==> src/hw/rtl/apq_pkg.sv <==
// ----------------------------------------------------------------------------
// apq_pkg
// Shared types, widths and codes for the array priority queue.
// ----------------------------------------------------------------------------
package apq_pkg;

  localparam int DEPTH_DEFAULT = 128;
  localparam int PAYLOAD_W     = 32;
  localparam int PRIO_W        = 32;
  localparam int OCC_W         = 8;
  localparam int STATUS_W      = 2;

  localparam logic REQ_ENQ = 1'b0;
  localparam logic REQ_DEQ = 1'b1;

  typedef enum logic [STATUS_W-1:0] {
    ST_ENQ   = 2'd0,
    ST_FULL  = 2'd1,
    ST_DEQ   = 2'd2,
    ST_EMPTY = 2'd3
  } status_t;

  typedef struct packed {
    logic sample;
    logic first;
  } pick_ctl_t;

endpackage

==> src/hw/rtl/apq_pick.sv <==
// ----------------------------------------------------------------------------
// apq_pick
// Compare unit: keeps the best entry seen during a scan.
// ----------------------------------------------------------------------------
module apq_pick #(
  parameter int DEPTH = apq_pkg::DEPTH_DEFAULT,
  localparam int AW   = $clog2(DEPTH)
) (
  input  logic                                 clk,
  input  apq_pkg::pick_ctl_t                   ctl,
  input  logic [AW-1:0]                        idx,
  input  logic signed [apq_pkg::PRIO_W-1:0]    prio,
  input  logic [apq_pkg::PAYLOAD_W-1:0]        pay,
  output logic [AW-1:0]                        best_idx,
  output logic [apq_pkg::PAYLOAD_W-1:0]        best_payload
);
  import apq_pkg::*;

  logic signed [PRIO_W-1:0] best_prio;

  // strict greater keeps the earliest entry on ties
  always_ff @(posedge clk) begin
    if (ctl.sample && (ctl.first || (prio > best_prio))) begin
      best_prio    <= prio;
      best_idx     <= idx;
      best_payload <= pay;
    end
  end

endmodule

==> config.mk <==
export PLATFORM = sky130hd
export DESIGN_NAME = apq_pick
export DESIGN_NICKNAME = d
export VERILOG_FILES = /design/src/hw/rtl/apq_pkg.sv /design/src/hw/rtl/apq_pick.sv
export SDC_FILE = /design/constraint.sdc
export NUM_CORES = 1
export LEC_CHECK = 0
export ABC_AREA = 1
export BUFFER_PORTS_ARGS = -buffer_cell sky130_fd_sc_hd__buf_2
export CORE_MARGIN = 2
export CORE_UTILIZATION = 44
export DETAILED_ROUTE_END_ITERATION = 12
export GPL_TIMING_DRIVEN = 0
export PLACE_DENSITY = 0.81
export SKIP_LAST_GASP = 1
export SLEW_MARGIN = 20
export SYNTH_ARGS = -nofsm -noshare
export SYNTH_HDL_FRONTEND = slang
export SYNTH_SLANG_ARGS = --single-unit
==> constraint.sdc <==
create_clock -name clk -period 4.4 [get_ports clk]
set_clock_uncertainty 0.1 [all_clocks]
set_input_delay 0.66 -clock clk [delete_from_list [all_inputs] [get_ports clk]]
set_output_delay 0.66 -clock clk [all_outputs]
set_load 0.05 [all_outputs]
==> results.sh, run 1 <==
export IMPL_area_delta_synth_final_pct=31.7
export IMPL_maxSlewHeadroom=0.621
export IMPL_die_area_mm2=0.00759
export IMPL_hold_buffers=0
export IMPL_clockBufferDepth=2
export IMPL_cts_buffers=9
export IMPL_initial_utilization=0.450
export IMPL_synth_warnings=0
export IMPL_fmax_mhz=345
export IMPL_crit_fanout=21
export IMPL_seq_area_frac_synth=0.701
export IMPL_cp_start_kind="primary input"
export IMPL_netlist_area_leader_share=0.701
export IMPL_arrival_ns=2.84
export IMPL_crit_required_ns=4.34
export IMPL_path_class="primary input to register"
export IMPL_grt_pass1_vias=2039
export IMPL_setup_violations=0
export IMPL_synth_nets=325
export IMPL_cts_htree_levels=3
export IMPL_fill_cells=559
export IMPL_antenna_left=0
export IMPL_final_hold_viol_count=0
export IMPL_dp_cells=414
export IMPL_synthCells=219
export IMPL_first_pass_iters=4
export IMPL_port_buffers=112
export IMPL_utilization=0.593
export IMPL_setup_ws_ns=1.50
export IMPL_clock_latency_ns=0.33
export IMPL_drv_cap=0
export IMPL_die_h_um=87.1
export IMPL_antenna_found_initial=0
export IMPL_io_pins=113
export IMPL_cts_tree="done"
export IMPL_die_x_um=87.1
export IMPL_yosysTopAreaCell="edfxtp_1"
export IMPL_fin_crit_sh=0.659
export IMPL_fin_crit_ns=2.90
export IMPL_gp_congestion=0.746
export IMPL_grt_pass1_wl_um=8570
export IMPL_r2r_slack_ns=1.58
export IMPL_wl_um=5380
export IMPL_ir_worst_vdd_mv=0.244
export IMPL_hold_start="pay[20]"
export IMPL_hp_class="primary input to register"
export IMPL_register_area_mm2=0.00213
export IMPL_grt_usage=0.149
export IMPL_r2r_start="best_prio[31]"
export IMPL_wl_per_cell_um=12.5
export IMPL_layout_nets=451
export IMPL_reg2reg_depth=14
export IMPL_hold_depth=1
export IMPL_status="finished, final reports clean"
export IMPL_grt_overflow_total=0
export IMPL_clock_sinks=71
export IMPL_core_area_mm2=0.00676
export IMPL_postCtsSetupBuffers=0
export IMPL_final_max_slew_viol_count=0
export IMPL_yosysUniqueCellTypes=17
export IMPL_avgSynthCellArea_um2=13.9
export IMPL_r2r_end="best_payload[2]"
export IMPL_final_instance_count_excl_fill=430
export IMPL_min_to="best_payload[20]"
export IMPL_clock_tree_root_cell="clkbuf_8"
export IMPL_antenna_cells=0
export IMPL_synthTopCellsByArea="edfxtp_1 70%, ha_1 13%, inv_1 5.1%"
export IMPL_syn_area_mm2=0.00304
export IMPL_ys_ff_latch=71
export IMPL_rows=30
export IMPL_avgViaCountPerCell=4.69
export IMPL_cp_end_kind="register"
export IMPL_hpwlAfterDp_um=4190
export IMPL_dr_total_vias=2017
export IMPL_multi_input_area_um2=759
export IMPL_cts_resized=0
export IMPL_rsz0062_at_grt="no"
export IMPL_power_density_mw_per_mm2=414
export IMPL_first_iter_violations=63
export IMPL_grt_max_degree=26
export IMPL_clk_transition_reported_paths_ns=0.08
export IMPL_post_place_ws_ns=1.13
export IMPL_tightest_slew_ns=0.567
export IMPL_drc=0
export IMPL_p_leak_nw=1.89
export IMPL_drive_gt1_frac=0.397
-- logic make-up after synthesis --
| family | after synthesis | synth area share |
|---|---|---|
| buf+inv | 42 | 0.0518 |
| compound gates | 18 | 0.0366 |
| simple gates | 56 | 0.0790 |
| fa+ha+maj | 32 | 0.132 |
| flops | 71 | 0.701 |
-- cells in the mapped netlist, drive strengths merged --
cell     n
nand2   38
o21a     1
nor2    11
inv     42
a21oi   14
nand3    3
edfxtp  71
o21ai    2
ha      32
nand4    3
nor3     1
a21o     1
-- worst max-delay path by stage --
stage	slack, ns	end	startpoint
finish	1.50	best_payload[2]	prio[31]
global route	1.33	best_payload[2]	prio[31]
CTS	1.48	best_payload[2]	prio[31]
detailed placement	1.13	best_payload[2]	prio[31]
global placement	-0.80	best_payload[28]	prio[21]
floorplan	0.16	best_idx[0]	prio[21]
-- flip-flops by register name, summed over array words and instances, names as in the netlist --
signal / cells
best_prio: 32
best_idx: 7
best_payload: 32
-- cell type report --
cell class / instances / area share
clock buffers: 10 / 0.0319
clock inverters: 6 / 0.0212
inverters: 42 / 0.0394
multi-input cells: 106 / 0.190
flip-flops and latches: 71 / 0.532
well taps: 80 / 0.0250
repair buffers: 115 / 0.161
-- metrics by stage --
stage          power [W]  hold WS, ns  instance area, um2  setup TNS [ns]
2_1_floorplan    0.00102        0.659                3040               0
4_1_cts          0.00168        0.369                4010               0
5_1_grt          0.00174        0.362                4010               0
6_report         0.00166        0.394                4010               0
3_3_place_gp     0.00110        0.737                3700          -56.62
3_5_place_dp     0.00113        0.738                3790               0
-- per-layer routing --
| metal | share of wire | vias to the layer above | track usage |
|---|---|---|---|
| met1 | 0.41 | 919 | 0.158 |
| met4 | 0.011 | 0 | 0.0490 |
| met5 | 0 | - | 0 |
| li1 | - | 1009 | - |
| met2 | 0.51 | 81 | 0.271 |
| met3 | 0.075 | 8 | 0.0569 |
-- where the power goes --
| group | switching, W | internal (W) |
|---|---|---|
| Sequential | 0.0000109 | 0.000807 |
| Combinational | 0.000196 | 0.0000954 |
| Clock | 0.000232 | 0.000317 |
-- placed cells by master, fill, tap and decap left out --
master,n
nand4_1,3
a21oi_1,12
bufinv_16,2
o21a_2,1
inv_1,41
clkbuf_8,9
nor2_1,8
clkinvlp_4,1
a21o_1,1
buf_16,3
a21oi_4,2
nand2_1,36
clkinv_1,1
nor3_2,1
edfxtp_1,71
clkinv_4,1
buf_2,112
ha_1,32
clkinv_2,1
o21ai_0,2
nand2_2,2
nor2_2,3
inv_2,1
clkbuf_1,1
nand3_1,3
-- critical path, cell delays in order --
cell	delay, ns
buf_2	0.11
ha_1	0.34
nand2_1	0.11
nor2_2	0.15
nand2_2	0.07
nor2_2	0.15
nand2_1	0.09
nand2_1	0.06
nand2_1	0.04
nand2_1	0.05
nand2_1	0.09
a21oi_4	0.49
buf_16	0.23
buf_16	0.17
Power figures use the tool's default switching activity.
==> run 2: changes to the inputs <==
--- a/config.mk
+++ b/config.mk
@@ -8,10 +8,10 @@
 export ABC_AREA = 1
 export BUFFER_PORTS_ARGS = -buffer_cell sky130_fd_sc_hd__buf_2
 export CORE_MARGIN = 2
-export CORE_UTILIZATION = 44
+export CORE_UTILIZATION = 49
 export DETAILED_ROUTE_END_ITERATION = 12
 export GPL_TIMING_DRIVEN = 0
-export PLACE_DENSITY = 0.81
+export PLACE_DENSITY = 0.86
 export SKIP_LAST_GASP = 1
 export SLEW_MARGIN = 20
 export SYNTH_ARGS = -nofsm -noshare
==> constraint.sdc (replaced) <==
create_clock -name clk -period 2.8 [get_ports clk]
set_clock_uncertainty 0.1 [all_clocks]
set_input_delay 0.42 -clock clk [delete_from_list [all_inputs] [get_ports clk]]
set_output_delay 0.42 -clock clk [all_outputs]
set_load 0.05 [all_outputs]
==> run 2 against run 1 <==
Combinational power rose by 71%. Sequential power grew 58%. First-iteration DRC count up 22%. Register-to-register slack worse by 1.3 ns. Critical path type is now register to register. Non-clock buffer count increased by 2. Critical endpoint is now best_payload[12]. Via count grew 0.55%. Sequential cell count unchanged. Largest power group unchanged.
==> results.sh, run 2 (synthesis gave the netlist of run 1 again) <==
export IMPL_dp_cells=410
export IMPL_wl_um=6070
export IMPL_grt_overflow_total=0
export IMPL_grt_usage=0.186
export IMPL_drive_gt1_frac=0.449
export IMPL_startpoint="best_prio[21]"
export IMPL_initial_utilization=0.511
export IMPL_hold_depth=1
export IMPL_layout_commonest_cell="buf_2"
export IMPL_final_max_slew_viol_count=0
export IMPL_dr_total_vias=2028
export IMPL_power_density_mw_per_mm2=632
export IMPL_final_hold_viol_count=0
export IMPL_path_class="register to register"
export IMPL_worst_path_dominant_cell_family="compound AO/OA/AOI/OAI gates"
export IMPL_antenna_cells=0
export IMPL_cp_cell_sequence="inv_1 -> ha_4 -> a21oi_2 -> nor2_1 -> nor2_1 -> nand3_2 -> a21oi_4 -> nand3_1 -> nand2_1 -> nand2_2 -> a21oi_4 -> buf_8 -> buf_16"
export IMPL_cts_tree="done"
export IMPL_first_pass_iters=4
export IMPL_crit_required_ns=2.73
export IMPL_clock_latency_ns=0.33
export IMPL_cts_resized=0
export IMPL_gp_congestion=0.736
export IMPL_fmax_mhz=391
export IMPL_reg2reg_depth=13
export IMPL_hp_class="primary input to register"
export IMPL_rsz0062_at_grt="no"
export IMPL_p_total_w=0.00265
export IMPL_cp_num_buf_inv=3
export IMPL_wl_per_cell_um=14.2
export IMPL_die_h_um=82.8
export IMPL_hold_start="pay[6]"
export IMPL_arrival_ns=2.49
export IMPL_setup_violations=0
export IMPL_antenna_found_initial=0
export IMPL_drc=0
export IMPL_hpwlAfterDp_um=4790
export IMPL_cp_end_kind="register"
export IMPL_grt_pass1_wl_um=9020
export IMPL_drv_cap=0
export IMPL_die_area_mm2=0.00685
export IMPL_port_buffers=112
export IMPL_avgViaCountPerCell=4.75
export IMPL_grt_max_degree=19
export IMPL_cts_buffers=9
export IMPL_r2r_start="best_prio[21]"
export IMPL_hold_buffers=0
export IMPL_cp_depth=13
export IMPL_maxSlewHeadroom=0.821
export IMPL_rows=28
export IMPL_clockBufferDepth=2
export IMPL_p_leak_nw=1.91
export IMPL_largestRegisters="best_payload x32, best_prio x32, best_idx x7"
export IMPL_layout_nets=453
export IMPL_die_x_um=82.8
export IMPL_antenna_left=0
export IMPL_status="finished, final reports clean"
export IMPL_final_cell_mix="112 x buf_2, 71 x edfxtp_1, 41 x inv_1"
export IMPL_area_delta_synth_final_pct=38.1
export IMPL_ir_worst_vdd_mv=0.380
export IMPL_crit_path_max_incr_delay_ns=0.38
export IMPL_core_area_mm2=0.00596
export IMPL_fin_crit_sh=0.913
export IMPL_cts_htree_levels=3
export IMPL_tightest_slew_ns=0.271
export IMPL_fin_crit_ns=2.56
export IMPL_clock_sinks=71
export IMPL_clock_tree_root_cell="clkbuf_8"
export IMPL_crit_fanout=18
export IMPL_clk_transition_reported_paths_ns=0.08
export IMPL_crit_slowest_cell="edfxtp_1"
export IMPL_grt_pass1_vias=1956
export IMPL_io_pins=113
export IMPL_cp_start_kind="register"
export IMPL_final_instance_count_excl_fill=427
export IMPL_first_iter_violations=77
run 2: changes by cell type in the layout (fill, tap and decap cells not counted), sizes merged:
cell	delta
buf	+2
run 2: what timing repair did:
| action | CTS | global route |
|---|---|---|
| endpoints found under the setup margin | 10 | 35 |
| pin swaps | 1 | 1 |
| setup buffers | 0 | 1 |
run 2: worst paths after layout:
path	to	slack [ns]
worst max register to register	best_payload[12]	0.24
worst max-delay path	best_payload[12]	0.24
worst min register to register	best_prio[31]	0.95
worst min-delay path	best_payload[6]	0.16
run 2: worst reg2reg max path: cells and delay by family, from the launching register on:
| kind | cells | cell delay (ns) |
|---|---|---|
| buffers and inverters | 3 | 0.48 |
| and+or+nand+nor | 6 | 0.53 |
| AOI/OAI and AO/OA | 3 | 0.56 |
| DFF | 1 | 0.38 |
| adders and majority gates | 1 | 0.21 |
run 2: power by group:
group	internal, W	switching, W
Clock	0.000499	0.000369
Sequential	0.00127	0.0000195
Combinational	0.000173	0.000325
run 2: layout make-up:
cell class / instances / area (um2)
flip-flops and latches: 71 / 2130
well taps: 75 / 93.8
clock buffers: 10 / 128
multi-input cells: 106 / 937
inverters: 42 / 158
fillers: 417 / 1760
clock inverters: 6 / 85.1
repair buffers: 117 / 666
run 2: per-layer routing:
| layer | GRT usage | up-vias | routed length (um) |
|---|---|---|---|
| li1 | - | 1011 | - |
| met1 | 0.213 | 926 | 2370 |
| met2 | 0.334 | 87 | 3130 |
| met3 | 0.0584 | 4 | 533 |
| met4 | 0.0508 | 0 | 35 |
| met5 | 0 | - | 0 |
run 2: metrics by stage:
step	cell area, um2	utilization	TNS [ns]	setup WS [ns]	hold WS (ns)
finish	4200	0.705	0	0.244	0.160
global route	4200	0.705	0	0.0581	0.134
CTS	4190	0.704	0	0.00586	0.150
detailed placement	3980	0.668	-2.33	-0.0824	0.498
global placement	3880	0.652	-67.11	-0.947	0.497
floorplan	3230	-	-19.20	-0.270	0.419
==> run 3: changes to the inputs <==
--- a/config.mk
+++ b/config.mk
@@ -5,8 +5,8 @@
 export SDC_FILE = /design/constraint.sdc
 export NUM_CORES = 1
 export LEC_CHECK = 0
-export ABC_AREA = 1
 export BUFFER_PORTS_ARGS = -buffer_cell sky130_fd_sc_hd__buf_2
+export CAP_MARGIN = 10
 export CORE_MARGIN = 2
 export CORE_UTILIZATION = 49
 export DETAILED_ROUTE_END_ITERATION = 12
==> run 3 against run 2 <==
Register-to-register slack worse by 0.10 ns. Sequential share of layout area is 0.46 points higher. Critical path depth is 3 lower. Global-route usage is 1.1 points higher. Die area is 1.0% lower. Sequential cell count stayed put. Critical path type unchanged. Largest power group unchanged.
==> results.sh, run 3 <==
export IMPL_ys_top_cells_by_count="71 x edfxtp_1, 32 x ha_1, 32 x inv_1, 13 x a21oi_1, 8 x nand2_1"
export IMPL_crit_required_ns=2.75
export IMPL_die_x_um=82.4
export IMPL_antenna_cells=0
export IMPL_rows=28
export IMPL_hp_class="primary input to register"
export IMPL_die_h_um=82.4
export IMPL_largestRegisters="best_payload x32, best_prio x32, best_idx x7"
export IMPL_grt_overflow_total=0
export IMPL_post_place_ws_ns=-0.105
export IMPL_antenna_left=0
export IMPL_core_area_mm2=0.00592
export IMPL_io_pins=113
export IMPL_clock_sinks=71
export IMPL_layout_nets=425
export IMPL_utilization=0.703
export IMPL_drive_gt1_frac=0.491
export IMPL_drv_cap=0
export IMPL_layout_commonest_cell="buf_2"
export IMPL_antenna_found_initial=0
export IMPL_cts_htree_levels=3
export IMPL_cp_end_kind="register"
export IMPL_dr_total_vias=1974
export IMPL_final_cell_mix="112 x buf_2, 71 x edfxtp_1, 32 x inv_1"
export IMPL_setup_ws_ns=0.140
export IMPL_synthArstFlopShare=0
export IMPL_grt_usage=0.196
export IMPL_avgViaCountPerCell=4.95
export IMPL_cp_start_kind="register"
export IMPL_grt_max_degree=17
export IMPL_cts_resized=0
export IMPL_hpwlAfterDp_um=4710
export IMPL_crit_fanout=13
export IMPL_drc=0
export IMPL_synthCells=188
export IMPL_fill_cells=401
export IMPL_cts_buffers=9
export IMPL_synthFlopType="edfxtp_1"
export IMPL_yosys_cell_count_top_type="edfxtp_1"
export IMPL_p_leak_nw=1.81
export IMPL_fin_crit_sh=0.950
export IMPL_arrival_ns=2.61
export IMPL_cts_tree="done"
export IMPL_fin_crit_ns=2.66
export IMPL_tightest_slew_ns=0.301
export IMPL_avgSynthCellArea_um2=16.0
export IMPL_postCtsSetupBuffers=0
export IMPL_final_hold_viol_count=0
export IMPL_seq_area_frac_synth=0.709
export IMPL_clock_latency_ns=0.34
export IMPL_ys_ff_latch=71
export IMPL_wl_um=6180
export IMPL_hold_buffers=0
export IMPL_yosysUniqueCellTypes=27
export IMPL_register_area_mm2=0.00213
export IMPL_initial_utilization=0.508
export IMPL_clk_transition_reported_paths_ns=0.09
export IMPL_syn_area_mm2=0.00301
export IMPL_grt_pass1_vias=2144
export IMPL_power_density_mw_per_mm2=655
export IMPL_synthTopCellsByArea="edfxtp_1 71%, ha_1 13%, inv_1 4.0%"
export IMPL_port_buffers=112
export IMPL_fmax_mhz=376
export IMPL_first_pass_iters=5
export IMPL_path_class="register to register"
export IMPL_gp_congestion=0.747
export IMPL_clockBufferDepth=2
export IMPL_area_delta_synth_final_pct=38.4
export IMPL_setup_violations=0
export IMPL_grt_pass1_wl_um=9560
export IMPL_maxSlewHeadroom=0.797
export IMPL_synth_edf_count=71
export IMPL_synth_nets=294
export IMPL_status="finished, final reports clean"
export IMPL_die_area_mm2=0.00678
export IMPL_synth_warnings=0
export IMPL_netlist_area_leader_share=0.709
export IMPL_first_iter_violations=71
export IMPL_yosysTopAreaCell="edfxtp_1"
export IMPL_ir_worst_vdd_mv=0.449
export IMPL_multi_input_area_um2=948
export IMPL_final_max_slew_viol_count=0
export IMPL_clock_tree_root_cell="clkbuf_8"
export IMPL_wl_per_cell_um=15.5
-- run 3: cell count changes in the layout (fill, tap and decap cells not counted), moves of 3 or more --
cell | previous run | this run
nand2_1 | 35 | 8
inv_1 | 41 | 32
nor2_1 | 8 | 3
a21oi_1 | 10 | 13
buf_16 | 3 | 0
buf_6 | 0 | 3
nand2_2 | 3 | 0
nor2_2 | 3 | 0
-- run 3: critical path, stage by stage (launching register included) --
cell and delay [ns]:
edfxtp_1 0.34, inv_1 0.07, ha_4 0.27, nand4_1 0.14
nor4_2 0.36, a21boi_2 0.22, o31ai_2 0.10, a211oi_4 0.30
buf_4 0.17, buf_8 0.15, buf_8 0.17
-- run 3: kinds of logic (layout without fill, tap and decap cells) --
logic type / Yosys count / in the layout / share of synthesized area
buffers and inverters: 32 / 168 / 0.0399
AO/OA/AOI/OAI: 26 / 26 / 0.0562
adder cells (fa/ha/maj): 32 / 32 / 0.133
flip-flops: 71 / 71 / 0.709
AND/OR/NAND/NOR: 27 / 27 / 0.0620
-- run 3: layer usage --
metal	wire [um]	global-route usage
met5	0	0
met4	233	0.135
met3	184	0.0391
met2	3350	0.349
met1	2410	0.208
-- run 3: stage by stage --
| stage | power [W] | instances | setup TNS [ns] | hold WS, ns | cell area [um2] |
|---|---|---|---|---|---|
| 2_1_floorplan | 0.00166 | 188 | -71.42 | 0.419 | 3200 |
| 3_3_place_gp | 0.00180 | 375 | -136.20 | 0.496 | 3850 |
| 3_5_place_dp | 0.00184 | 380 | -1.99 | 0.498 | 3920 |
| 4_1_cts | 0.00274 | 396 | 0 | 0.126 | 4140 |
| 5_1_grt | 0.00283 | 399 | -0.276 | 0.124 | 4160 |
| 6_report | 0.00273 | 399 | 0 | 0.142 | 4160 |
-- run 3: layout make-up --
type | instances | share of cell area
Clock inverter | 6 | 0.0222
Clock buffer | 10 | 0.0307
Inverter | 32 | 0.0289
Tap cell | 75 | 0.0225
Multi-Input combinational cell | 85 | 0.228
Sequential cell | 71 | 0.512
Timing Repair Buffer | 120 | 0.155
-- run 3: path summary, 6_finish.rpt --
| kind | startpoint | to | slack [ns] | depth (start not counted) |
|---|---|---|---|---|
| setup / recovery | best_prio[10] | best_payload[22] | 0.14 | 10 |
| hold / removal | pay[30] | best_payload[30] | 0.14 | 1 |
| setup reg to reg | best_prio[10] | best_payload[22] | 0.14 | 10 |
| hold reg to reg | best_prio[0] | best_prio[21] | 1.06 | 7 |
-- run 3: where the power goes --
part | total [W] | switching, W | internal, W
logic | 0.000523 | 0.000346 | 0.000176
registers | 0.00130 | 0.0000196 | 0.00128
clock network | 0.000908 | 0.000400 | 0.000508
